$ cat src/rtl/tema_pkg.sv
`timescale 1ns / 1ps
`default_nettype none

package tema_pkg;

  // controller states
  typedef enum logic [3:0] {
    ST_IDLE,
    ST_LOAD,
    ST_SUB,
    ST_MLO,
    ST_MHI,
    ST_UPD,
    ST_TDIFF,
    ST_TSUM,
    ST_SAT,
    ST_EMIT
  } tema_state_t;

  // datapath operations
  typedef enum logic [3:0] {
    OP_NONE,
    OP_CAPTURE,
    OP_LOAD,
    OP_SUB,
    OP_MLO,
    OP_MHI,
    OP_UPD,
    OP_TDIFF,
    OP_TSUM,
    OP_SAT,
    OP_PUSH
  } dp_op_t;

  // which average of the cascade is being updated
  typedef logic [1:0] stage_t;
  localparam stage_t STG_E1 = 2'd0;
  localparam stage_t STG_E2 = 2'd1;
  localparam stage_t STG_E3 = 2'd2;

  typedef struct packed {
    dp_op_t op;
    stage_t stage;
  } dp_cmd_t;

  // average width, difference width and low slice of the split multiply
  localparam int AVG_BITS    = 48;
  localparam int DIFF_BITS   = AVG_BITS + 1;
  localparam int MUL_LO_BITS = 25;

endpackage

`default_nettype wire

$ cat src/rtl/tema_ctrl.sv
`timescale 1ns / 1ps
`default_nettype none

module tema_ctrl (
  input  wire logic              clk,
  input  wire logic              rst_n,
  input  wire logic              in_tvalid,
  output logic                   in_tready,
  input  wire logic              out_tready,
  output logic                   out_tvalid,
  output tema_pkg::dp_cmd_t      cmd
);

  tema_pkg::tema_state_t state_r, state_nxt;
  tema_pkg::stage_t      stage_r, stage_nxt;
  logic                  primed_r, primed_nxt;
  logic                  out_valid_r, out_valid_nxt;
  logic                  push;

  always_ff @(posedge clk) begin
    if (!rst_n) begin
      state_r     <= tema_pkg::ST_IDLE;
      stage_r     <= tema_pkg::STG_E1;
      primed_r    <= 1'b0;
      out_valid_r <= 1'b0;
    end else begin
      state_r     <= state_nxt;
      stage_r     <= stage_nxt;
      primed_r    <= primed_nxt;
      out_valid_r <= out_valid_nxt;
    end
  end

  always_comb begin
    state_nxt  = state_r;
    stage_nxt  = stage_r;
    primed_nxt = primed_r;
    cmd.op     = tema_pkg::OP_NONE;
    cmd.stage  = stage_r;
    push       = 1'b0;
    case (state_r)
      tema_pkg::ST_IDLE: begin
        if (in_tvalid) begin
          cmd.op    = tema_pkg::OP_CAPTURE;
          stage_nxt = tema_pkg::STG_E1;
          state_nxt = primed_r ? tema_pkg::ST_SUB : tema_pkg::ST_LOAD;
        end
      end
      tema_pkg::ST_LOAD: begin
        cmd.op     = tema_pkg::OP_LOAD;
        primed_nxt = 1'b1;
        state_nxt  = tema_pkg::ST_EMIT;
      end
      tema_pkg::ST_SUB: begin
        cmd.op    = tema_pkg::OP_SUB;
        state_nxt = tema_pkg::ST_MLO;
      end
      tema_pkg::ST_MLO: begin
        cmd.op    = tema_pkg::OP_MLO;
        state_nxt = tema_pkg::ST_MHI;
      end
      tema_pkg::ST_MHI: begin
        cmd.op    = tema_pkg::OP_MHI;
        state_nxt = tema_pkg::ST_UPD;
      end
      tema_pkg::ST_UPD: begin
        cmd.op = tema_pkg::OP_UPD;
        case (stage_r)
          tema_pkg::STG_E1: begin
            stage_nxt = tema_pkg::STG_E2;
            state_nxt = tema_pkg::ST_SUB;
          end
          tema_pkg::STG_E2: begin
            stage_nxt = tema_pkg::STG_E3;
            state_nxt = tema_pkg::ST_SUB;
          end
          default: begin
            state_nxt = tema_pkg::ST_TDIFF;
          end
        endcase
      end
      tema_pkg::ST_TDIFF: begin
        cmd.op    = tema_pkg::OP_TDIFF;
        state_nxt = tema_pkg::ST_TSUM;
      end
      tema_pkg::ST_TSUM: begin
        cmd.op    = tema_pkg::OP_TSUM;
        state_nxt = tema_pkg::ST_SAT;
      end
      tema_pkg::ST_SAT: begin
        cmd.op    = tema_pkg::OP_SAT;
        state_nxt = tema_pkg::ST_EMIT;
      end
      tema_pkg::ST_EMIT: begin
        if (!out_valid_r || out_tready) begin
          cmd.op    = tema_pkg::OP_PUSH;
          push      = 1'b1;
          state_nxt = tema_pkg::ST_IDLE;
        end
      end
      default: begin
        state_nxt = tema_pkg::ST_IDLE;
      end
    endcase
  end

  always_comb begin
    if (push) begin
      out_valid_nxt = 1'b1;
    end else if (out_tready) begin
      out_valid_nxt = 1'b0;
    end else begin
      out_valid_nxt = out_valid_r;
    end
  end

  assign in_tready  = (state_r == tema_pkg::ST_IDLE);
  assign out_tvalid = out_valid_r;

endmodule

`default_nettype wire

$ cat src/rtl/tema_dp.sv
`timescale 1ns / 1ps
`default_nettype none

module tema_dp #(
  parameter int SAMPLE_BITS     = 32,
  parameter int ALPHA_FRAC_BITS = 16,
  parameter int ALPHA_RESET     = 6242
) (
  input  wire logic                       clk,
  input  wire logic                       rst_n,
  input  wire tema_pkg::dp_cmd_t          cmd,
  input  wire logic [SAMPLE_BITS-1:0]     in_sample,
  input  wire logic                       cfg_wr_en,
  input  wire logic [ALPHA_FRAC_BITS:0]   cfg_wr_data,
  output logic      [SAMPLE_BITS-1:0]     out_sample,
  output logic                            out_sat
);

  localparam int AW    = ALPHA_FRAC_BITS + 1;
  localparam int AVG   = tema_pkg::AVG_BITS;
  localparam int DW    = tema_pkg::DIFF_BITS;
  localparam int LW    = tema_pkg::MUL_LO_BITS;
  localparam int MW    = LW + 1;
  localparam int PW    = MW + AW + 1;
  // accumulator keeps every bit that reaches the average after the shift
  localparam int CW    = AVG + ALPHA_FRAC_BITS;
  localparam int TW    = DW + 3;
  localparam int GUARD = AVG - SAMPLE_BITS;

  localparam logic [AW-1:0]          ALPHA_ONE = AW'(1) << ALPHA_FRAC_BITS;
  localparam logic signed [CW-1:0]   HALF      = CW'(1) << (ALPHA_FRAC_BITS - 1);
  localparam logic signed [TW-1:0]   RND       = TW'((64'd1 << GUARD) >> 1);
  localparam logic [SAMPLE_BITS-1:0] SMAX      = {1'b0, {(SAMPLE_BITS-1){1'b1}}};
  localparam logic [SAMPLE_BITS-1:0] SMIN      = {1'b1, {(SAMPLE_BITS-1){1'b0}}};

  logic        [AW-1:0]          alpha_r;
  logic        [AW-1:0]          alpha_eff;
  logic signed [SAMPLE_BITS-1:0] x_r, x_nxt;
  logic signed [AVG-1:0]         e1_r, e1_nxt;
  logic signed [AVG-1:0]         e2_r, e2_nxt;
  logic signed [AVG-1:0]         e3_r, e3_nxt;
  logic signed [DW-1:0]          diff_r, diff_nxt;
  logic signed [CW-1:0]          acc_r, acc_nxt;
  logic signed [TW-1:0]          t_r, t_nxt;
  logic        [SAMPLE_BITS-1:0] res_r, res_nxt;
  logic                          res_sat_r, res_sat_nxt;
  logic        [SAMPLE_BITS-1:0] out_data_r, out_data_nxt;
  logic                          out_sat_r, out_sat_nxt;

  logic signed [AVG-1:0]         x_scaled;
  logic signed [AVG-1:0]         e_sel;
  logic signed [AVG-1:0]         src_sel;
  logic signed [AVG-1:0]         e_new;
  logic signed [CW-1:0]          acc_shift;
  logic signed [MW-1:0]          mul_a;
  logic signed [AW:0]            mul_b;
  logic signed [PW-1:0]          mul_p;
  logic signed [TW-1:0]          d_ext;
  logic signed [TW-1:0]          t_shift;
  logic                          ovf;

  // smoothing weight, clamped to one
  always_ff @(posedge clk) begin
    if (!rst_n) begin
      alpha_r <= AW'(ALPHA_RESET);
    end else if (cfg_wr_en) begin
      alpha_r <= cfg_wr_data;
    end
  end

  assign alpha_eff = (alpha_r > ALPHA_ONE) ? ALPHA_ONE : alpha_r;

  assign x_scaled = AVG'(x_r) <<< GUARD;

  always_comb begin
    case (cmd.stage)
      tema_pkg::STG_E1: begin
        e_sel   = e1_r;
        src_sel = x_scaled;
      end
      tema_pkg::STG_E2: begin
        e_sel   = e2_r;
        src_sel = e1_r;
      end
      default: begin
        e_sel   = e3_r;
        src_sel = e2_r;
      end
    endcase
  end

  // one shared multiplier, difference split in a low and a high slice
  assign mul_a = (cmd.op == tema_pkg::OP_MHI) ? MW'($signed(diff_r[DW-1:LW]))
                                              : $signed({1'b0, diff_r[LW-1:0]});
  assign mul_b = $signed({1'b0, alpha_eff});
  assign mul_p = mul_a * mul_b;

  assign acc_shift = acc_r >>> ALPHA_FRAC_BITS;
  assign e_new     = e_sel + acc_shift[AVG-1:0];

  assign d_ext   = TW'(diff_r);
  assign t_shift = t_r >>> GUARD;
  assign ovf     = !((&t_shift[TW-1:SAMPLE_BITS-1]) || !(|t_shift[TW-1:SAMPLE_BITS-1]));

  always_comb begin
    x_nxt        = x_r;
    e1_nxt       = e1_r;
    e2_nxt       = e2_r;
    e3_nxt       = e3_r;
    diff_nxt     = diff_r;
    acc_nxt      = acc_r;
    t_nxt        = t_r;
    res_nxt      = res_r;
    res_sat_nxt  = res_sat_r;
    out_data_nxt = out_data_r;
    out_sat_nxt  = out_sat_r;
    case (cmd.op)
      tema_pkg::OP_CAPTURE: begin
        x_nxt = in_sample;
      end
      tema_pkg::OP_LOAD: begin
        e1_nxt      = x_scaled;
        e2_nxt      = x_scaled;
        e3_nxt      = x_scaled;
        res_nxt     = x_r;
        res_sat_nxt = 1'b0;
      end
      tema_pkg::OP_SUB: begin
        diff_nxt = DW'(src_sel) - DW'(e_sel);
      end
      tema_pkg::OP_MLO: begin
        acc_nxt = CW'(mul_p) + HALF;
      end
      tema_pkg::OP_MHI: begin
        acc_nxt = acc_r + (CW'(mul_p) <<< LW);
      end
      tema_pkg::OP_UPD: begin
        case (cmd.stage)
          tema_pkg::STG_E1: e1_nxt = e_new;
          tema_pkg::STG_E2: e2_nxt = e_new;
          default:          e3_nxt = e_new;
        endcase
      end
      tema_pkg::OP_TDIFF: begin
        diff_nxt = DW'(e1_r) - DW'(e2_r);
      end
      tema_pkg::OP_TSUM: begin
        t_nxt = (d_ext <<< 1) + d_ext + TW'(e3_r) + RND;
      end
      tema_pkg::OP_SAT: begin
        res_sat_nxt = ovf;
        if (ovf) begin
          res_nxt = t_shift[TW-1] ? SMIN : SMAX;
        end else begin
          res_nxt = t_shift[SAMPLE_BITS-1:0];
        end
      end
      tema_pkg::OP_PUSH: begin
        out_data_nxt = res_r;
        out_sat_nxt  = res_sat_r;
      end
      default: begin
      end
    endcase
  end

  always_ff @(posedge clk) begin
    x_r        <= x_nxt;
    e1_r       <= e1_nxt;
    e2_r       <= e2_nxt;
    e3_r       <= e3_nxt;
    diff_r     <= diff_nxt;
    acc_r      <= acc_nxt;
    t_r        <= t_nxt;
    res_r      <= res_nxt;
    res_sat_r  <= res_sat_nxt;
    out_data_r <= out_data_nxt;
    out_sat_r  <= out_sat_nxt;
  end

  assign out_sample = out_data_r;
  assign out_sat    = out_sat_r;

endmodule

`default_nettype wire

$ cat src/rtl/triple_ema_filter.sv
// triple exponential moving average over a stream of signed fixed-point samples
//
// in_*  : one sample word per handshake, price_sample in the low SAMPLE_BITS of in_tdata
// out_* : one result word per sample, tema_value in out_tdata, saturated_flag in out_tuser
// cfg_* : smoothing weight alpha in Q1.ALPHA_FRAC_BITS, written whenever cfg_wr_en is high;
//         values above one act as exactly one
//
// the first sample after reset seeds all three averages and comes back unchanged
// through the output register; no new sample is taken until that word is loaded there
// every later sample runs three dependent updates e += alpha*(x - e) through one
// shared multiplier, each as subtract, low-slice product, high-slice product and
// accumulate steps, then combines 3*e1 - 3*e2 + e3 in a difference and a sum step,
// rounds and saturates, then loads the output register before the next sample is taken
// in_tready is high only while the block is idle
// the output register holds a finished word while out_tready is low; the next sample is
// still accepted and processed, and only its final load waits for the register to drain
// reset (rst_n low, synchronous) drops out_tvalid, returns alpha to ALPHA_RESET and
// clears the primed state so the next sample seeds the averages again
`timescale 1ns / 1ps
`default_nettype none

module triple_ema_filter #(
  parameter int SAMPLE_BITS     = 32,
  parameter int ALPHA_FRAC_BITS = 16,
  parameter int ALPHA_RESET     = 6242
) (
  input  wire logic                                clk,
  input  wire logic                                rst_n,
  // in_tdata: price_sample [SAMPLE_BITS-1:0], zero padded to bytes
  input  wire logic                                in_tvalid,
  output logic                                     in_tready,
  input  wire logic [((SAMPLE_BITS+7)/8)*8-1:0]    in_tdata,
  // out_tdata: tema_value [SAMPLE_BITS-1:0], zero padded to bytes
  // out_tuser: saturated_flag [0]
  output logic                                     out_tvalid,
  input  wire logic                                out_tready,
  output logic      [((SAMPLE_BITS+7)/8)*8-1:0]    out_tdata,
  output logic      [0:0]                          out_tuser,
  // alpha register, Q1.ALPHA_FRAC_BITS
  input  wire logic                                cfg_wr_en,
  input  wire logic [ALPHA_FRAC_BITS:0]            cfg_wr_data
);

  localparam int DATA_W = ((SAMPLE_BITS + 7) / 8) * 8;

  tema_pkg::dp_cmd_t          cmd;
  logic [SAMPLE_BITS-1:0]     out_sample;
  logic                       out_sat;

  // sequencing: seed or update path, stage counter, output valid
  tema_ctrl u_ctrl (
    .clk        (clk),
    .rst_n      (rst_n),
    .in_tvalid  (in_tvalid),
    .in_tready  (in_tready),
    .out_tready (out_tready),
    .out_tvalid (out_tvalid),
    .cmd        (cmd)
  );

  // averages, shared multiplier, combine and saturate, output register
  tema_dp #(
    .SAMPLE_BITS     (SAMPLE_BITS),
    .ALPHA_FRAC_BITS (ALPHA_FRAC_BITS),
    .ALPHA_RESET     (ALPHA_RESET)
  ) u_dp (
    .clk         (clk),
    .rst_n       (rst_n),
    .cmd         (cmd),
    .in_sample   (in_tdata[SAMPLE_BITS-1:0]),
    .cfg_wr_en   (cfg_wr_en),
    .cfg_wr_data (cfg_wr_data),
    .out_sample  (out_sample),
    .out_sat     (out_sat)
  );

  assign out_tdata = DATA_W'(out_sample);
  assign out_tuser = out_sat;

endmodule

`default_nettype wire

$ cat config.mk
export PLATFORM = sky130hd
export DESIGN_NAME = triple_ema_filter
export DESIGN_NICKNAME = d
export VERILOG_FILES = /design/src/rtl/tema_pkg.sv /design/src/rtl/tema_ctrl.sv /design/src/rtl/tema_dp.sv /design/src/rtl/triple_ema_filter.sv
export SDC_FILE = /design/constraint.sdc
export NUM_CORES = 2
export LEC_CHECK = 0
export ABC_AREA = 1
export BUFFER_PORTS_ARGS = -buffer_cell sky130_fd_sc_hd__buf_2
export CORE_UTILIZATION = 50
export DETAILED_ROUTE_END_ITERATION = 8
export PLACE_DENSITY = 0.66
export SLEW_MARGIN = 40
export SYNTH_ARGS = -nofsm -noshare
export SYNTH_HDL_FRONTEND = slang
export SYNTH_HIERARCHICAL = 1
export SYNTH_SLANG_ARGS = --single-unit
$ cat constraint.sdc
create_clock -name clk -period 30.3 [get_ports clk]
set_input_delay 4.545 -clock clk [delete_from_list [all_inputs] [get_ports clk]]
set_output_delay 4.545 -clock clk [all_outputs]
set_load 0.02 [all_outputs]
== After elaboration in Yosys (flattened, before gate mapping) ==
Cells that the tools add are included.

* Add/subtract/negate cells: 8
* Multiply operators: 1
* Div/mod/pow operators: 0
* Magnitude comparators: 1
* Eq/ne operators: 26
* Shift operators: 0
* Multiplexer cells: 31
* Bitwise logic cells: 0
* Reductions and logical operators: 22

{| class="wikitable"
|+ Operator list
! operator !! number
|-
| case mux 48 bit (2 select lines) || 5
|-
| 2-to-1 mux 48 bit || 3
|-
| case mux 64 bit (2 select lines) || 1
|-
| case mux 49 bit (2 select lines) || 1
|-
| subtractor 48 x 48 -> 49 bit || 2
|-
| adder 64 bit || 1
|-
| 2-to-1 mux 32 bit || 2
|-
| case mux 32 bit (2 select lines) || 1
|-
| adder 51 x 48 -> 52 bit || 1
|-
| adder 52 x 17 -> 52 bit, second input constant || 1
|-
| adder 50 x 49 -> 51 bit || 1
|-
| adder 48 bit || 1
|-
| adder 44 x 17 -> 45 bit, second input constant || 1
|-
| multiplier 26 x 18 -> 44 bit || 1
|-
| case mux 4 bit (10 select lines) || 1
|-
| case mux 4 bit (9 select lines) || 1
|-
| equality test 4 x 3 -> 1 bit, second input constant || 8
|-
| 2-to-1 mux 26 bit || 1
|-
| equality test 4 bit, second input constant || 5
|-
| greater-than comparator 17 bit, second input constant || 1
|-
| 2-to-1 mux 17 bit || 1
|-
| equality test 4 x 2 -> 1 bit, second input constant || 4
|-
| 2-to-1 mux 4 bit || 3
|-
| nonzero test 2 bit || 6
|-
| 19 further kinds || 36
|}

* Register bits after elaboration: 432
* Latch bits: 0
* Bits in writable memories: 0
* Bits in read-only memories: 0
* Input port bits: 54
* Output and inout port bits: 35
* Logic and storage cells: 105
* Memories kept: 0

== Logic depth before layout (Yosys ltp) ==
* Depth after elaboration: 9
* Mapped depth: 51

== Cells and area by module ==
Netlist, hierarchy kept.

{| class="wikitable"
|+ Modules (own cells, without submodules)
! module !! instances !! cells each !! area an instance (um2) !! seq. area each (um2)
|-
| tema_dp || 1 || 6510 || 49749.0 || 11601.1
|-
| tema_ctrl || 1 || 71 || 470.5 || 160.2
|}

== Worst setup path after synthesis ==
OpenSTA, ideal clock, no wires.

* Kind: input port to flip-flop
* Start point: in out_tready
* End point: reg u_dp.acc_r[63], data pin
* Setup time: 0.257 ns
* Data arrival time: 12.402 ns
* Setup slack: 17.641 ns
* Stages: 44
* Path buffers: 1
* Cell sequence: nor2_1 inv_1 nand2_1 nand3_1 nor2_1 inv_1 nor2_2 inv_1 nor2_1 inv_1 clkbuf_1 nor2_1 fa_1 fa_1 fa_1 inv_1 fa_1 inv_1 (+8 left out) nor2_1 inv_1 nor2_1 nand2_1 nand2_1 nand2_1 nand2_1 inv_1 ha_1 nand2_1 nor2_1 inv_1 nor3_1 nand3_1 nand3_1 a21boi_0 o21ai_0 nand2_2

{| class="wikitable"
|+ RTL lines
! element !! line !! text
|-
| from (decl) || triple_ema_filter.sv:36 || <nowiki>input wire logic out_tready,</nowiki>
|-
| to (signal assigned) || tema_dp.sv:173 || <nowiki>acc_r <= acc_nxt;</nowiki>
|-
| to (decl) || tema_dp.sv:43 || <nowiki>logic signed [CW-1:0] acc_r, acc_nxt;</nowiki>
|}

==> metrics <==
Initial Utilization=50.7%; later-pin clock latency in the skew report=0.65 ns; Fin. Hold Viols=0; Reg clk slew, reported paths=0.06 ns; TritonCTS Buffers=47; worst rel slew slack=40.0%; Worst setup SP type=primary input; reg2reg end=u_dp/acc_r[58]; layout cells sized above 1=6.25%; DR WL/cell=23.7 microns; max-cap check violation count=0; Total Routing Usage GR=37.1%; Post-synth ARST share=0%; R2R Setup Slk=18.75 ns; Critical Path Max Stage Delay=0.82 ns; Core ar.=99000 sq um; Final #Nets=7579; Post-synth EDFFs=375; FF+latch area=11800 sq um; FILL cells=9597; Total Negative Setup Slacks=0 ns; Fin Clk Skew=0.0418 ns; Synth area leader=edfxtp_1; Multi-input gate area=33000 sq um; Ports=89; Top cell by count, worst path=inv_1; Root Buffer=clkbuf_16; part of the cycle the worst path needs=49.9%; post-synth top area share=22.4%; WL final=189 mm; Critical Path End Type=register; WP data arrival=15.50 ns; clk buf depth=3; R2R cell count=44; reg2reg start=u_ctrl/state_r[1]; P&R area growth vs syn=7.50%; Overflow after GRT=0; htree depth=2; Synth area leaders=edfxtp_1, fa_1, inv_1; RSZ-0062 raised after global routing=false; Hold Path Origin=u_dp/res_r[16]; DRC Markers=0; Die Ht=319 microns; vias post-DR=45600; GPL Wtd Cong=1.01; initial antenna violation count=10; Resize count post-CTS=0; TritonCTS clock tree=yes; CP Class=in2reg; hold buffers post-CTS=0; syn_nets=7509; FP Rows=115; Synth Register Bits=400; clk sink count=400; Least-Margin Pin Slew=0.893 ns; post-layout min period=15.12 ns; Syn Area/Cell=7.63 sq um; Req. time, crit path=30.68 ns; most common cell after layout, fill and taps aside=inv_1; largest net degree at the start of global routing=69; first-pass GRT wire length=279 mm; Port Buffers=88; Hold Path Cell Cnt=0; Synthesis Warnings=6; status=complete, no violations; CP max FO=29; Mapped Area=50200 sq um; die area=102000 sq um; Die Wd=319 microns; Primary FF master, synth=edfxtp_1; sequential area share after synthesis=23.4%; final setup violating endpoints=0; Antenna Nets Post-Route=0; WHS Endpoint=u_dp/out_sample[16]; Fmax=0.0661 GHz; number of max-slew violations in the final report=0; DRT iter0 DRCs=5072; most frequent cells in the layout=inv_1, nand2_1, nor2_1; Final HPWL DP=159 mm; Initial DRT Pass Iterations=7; slowest stage cell on the critical path=o21ai_2; synth unique cells=61; # Post-CTS Setup Buffers=0; vias per inst=5.72; ant diodes=0; Mapped Cells=6581; vias in the first global route=44300; Min-Delay Path Class=reg2reg
[cells in the mapped netlist, types with 61 or more instances]
cell	count
inv_1	1342
edfxtp_1	375
nor2_1	769
fa_1	483
a31oi_1	61
o21ai_0	360
clkbuf_1	102
nand3_1	169
o21a_1	73
nand2_1	1220
a21oi_1	562
ha_1	391
[worst max-delay path by stage]
stage | startpoint | end | slack [ns] | cells after the start
6_report | out_tready | u_dp/acc_r[58] | 15.18 | 44
3_3_place_gp | out_tready | u_dp/acc_r[56] | 14.59 | 43
3_5_place_dp | out_tready | u_dp/acc_r[53] | 14.63 | 44
4_1_cts | out_tready | u_dp/acc_r[53] | 15.25 | 44
5_1_grt | out_tready | u_dp/acc_r[58] | 14.58 | 44
2_1_floorplan | out_tready | u_dp/acc_r[63] | 17.64 | 44
[state kept, by name (all words and copies together), names as in the netlist, 2 cells and up]
name             count
u_dp/diff_r         49
u_dp/acc_r          48
u_dp/e1_r           48
u_dp/e2_r           48
u_dp/e3_r           48
u_dp/t_r            36
u_dp/out_sample     32
u_dp/res_r          32
u_dp/x_r            32
u_dp/alpha_r        17
u_ctrl/state_r       4
u_ctrl/stage_r       2
[worst max-delay path: cells and delay by family]
kind	cells	cell delay (ns)
and+or+nand+nor	20	3.50
AOI/OAI and AO/OA	3	1.01
buffers and inverters	13	2.47
adders and majority gates	8	3.87
[metal layers]
metal | GRT usage (%) | up-vias | share of wire [%]
met5 | 1.47 | - | 0.16
met4 | 15.1 | 10 | 4.6
met3 | 10.1 | 334 | 12
met2 | 53.2 | 2239 | 41
met1 | 52.7 | 21800 | 43
li1 | - | 21200 | -
[logic make-up (layout without fill, tap and decap cells)]
| kind of cell | Yosys count | count (layout) | synth area share, % |
|---|---|---|---|
| adder cells (fa/ha/maj) | 874 | 874 | 29.0 |
| AO/OA/AOI/OAI | 1278 | 1278 | 14.3 |
| flip-flops | 400 | 400 | 23.4 |
| XOR/XNOR | 107 | 107 | 1.91 |
| buffers and inverters | 1500 | 1606 | 11.3 |
| multiplexers | 3 | 3 | 0.0623 |
| AND/OR/NAND/NOR | 2419 | 2419 | 20.1 |
[final cells by class]
cell class / count / area share, %
Multi-Input combinational cell: 4681 / 61.0
Sequential cell: 400 / 21.8
Inverter: 1374 / 9.56
Tap cell: 1287 / 2.98
Clock buffer: 54 / 2.26
Timing Repair Buffer: 147 / 1.72
Clock inverter: 31 / 0.644
[per-stage QoR]
stage / cell area (sq um) / instances / hold slack (ns) / utilization (%) / setup slack (ns)
floorplan: 50200 / 6581 / 0.400 / - / 17.64
global placement: 52300 / 7886 / 0.401 / 52.8 / 14.59
detailed placement: 52300 / 7887 / 0.405 / 52.9 / 14.63
CTS: 53900 / 7972 / 0.416 / 54.5 / 15.25
global route: 54000 / 7974 / 0.418 / 54.5 / 14.58
finish: 54000 / 7974 / 0.416 / 54.5 / 15.18
Power is left out: the tool's default activity adds up to more than one toggle a clock period on the data nets, which glitch-free logic cannot reach.
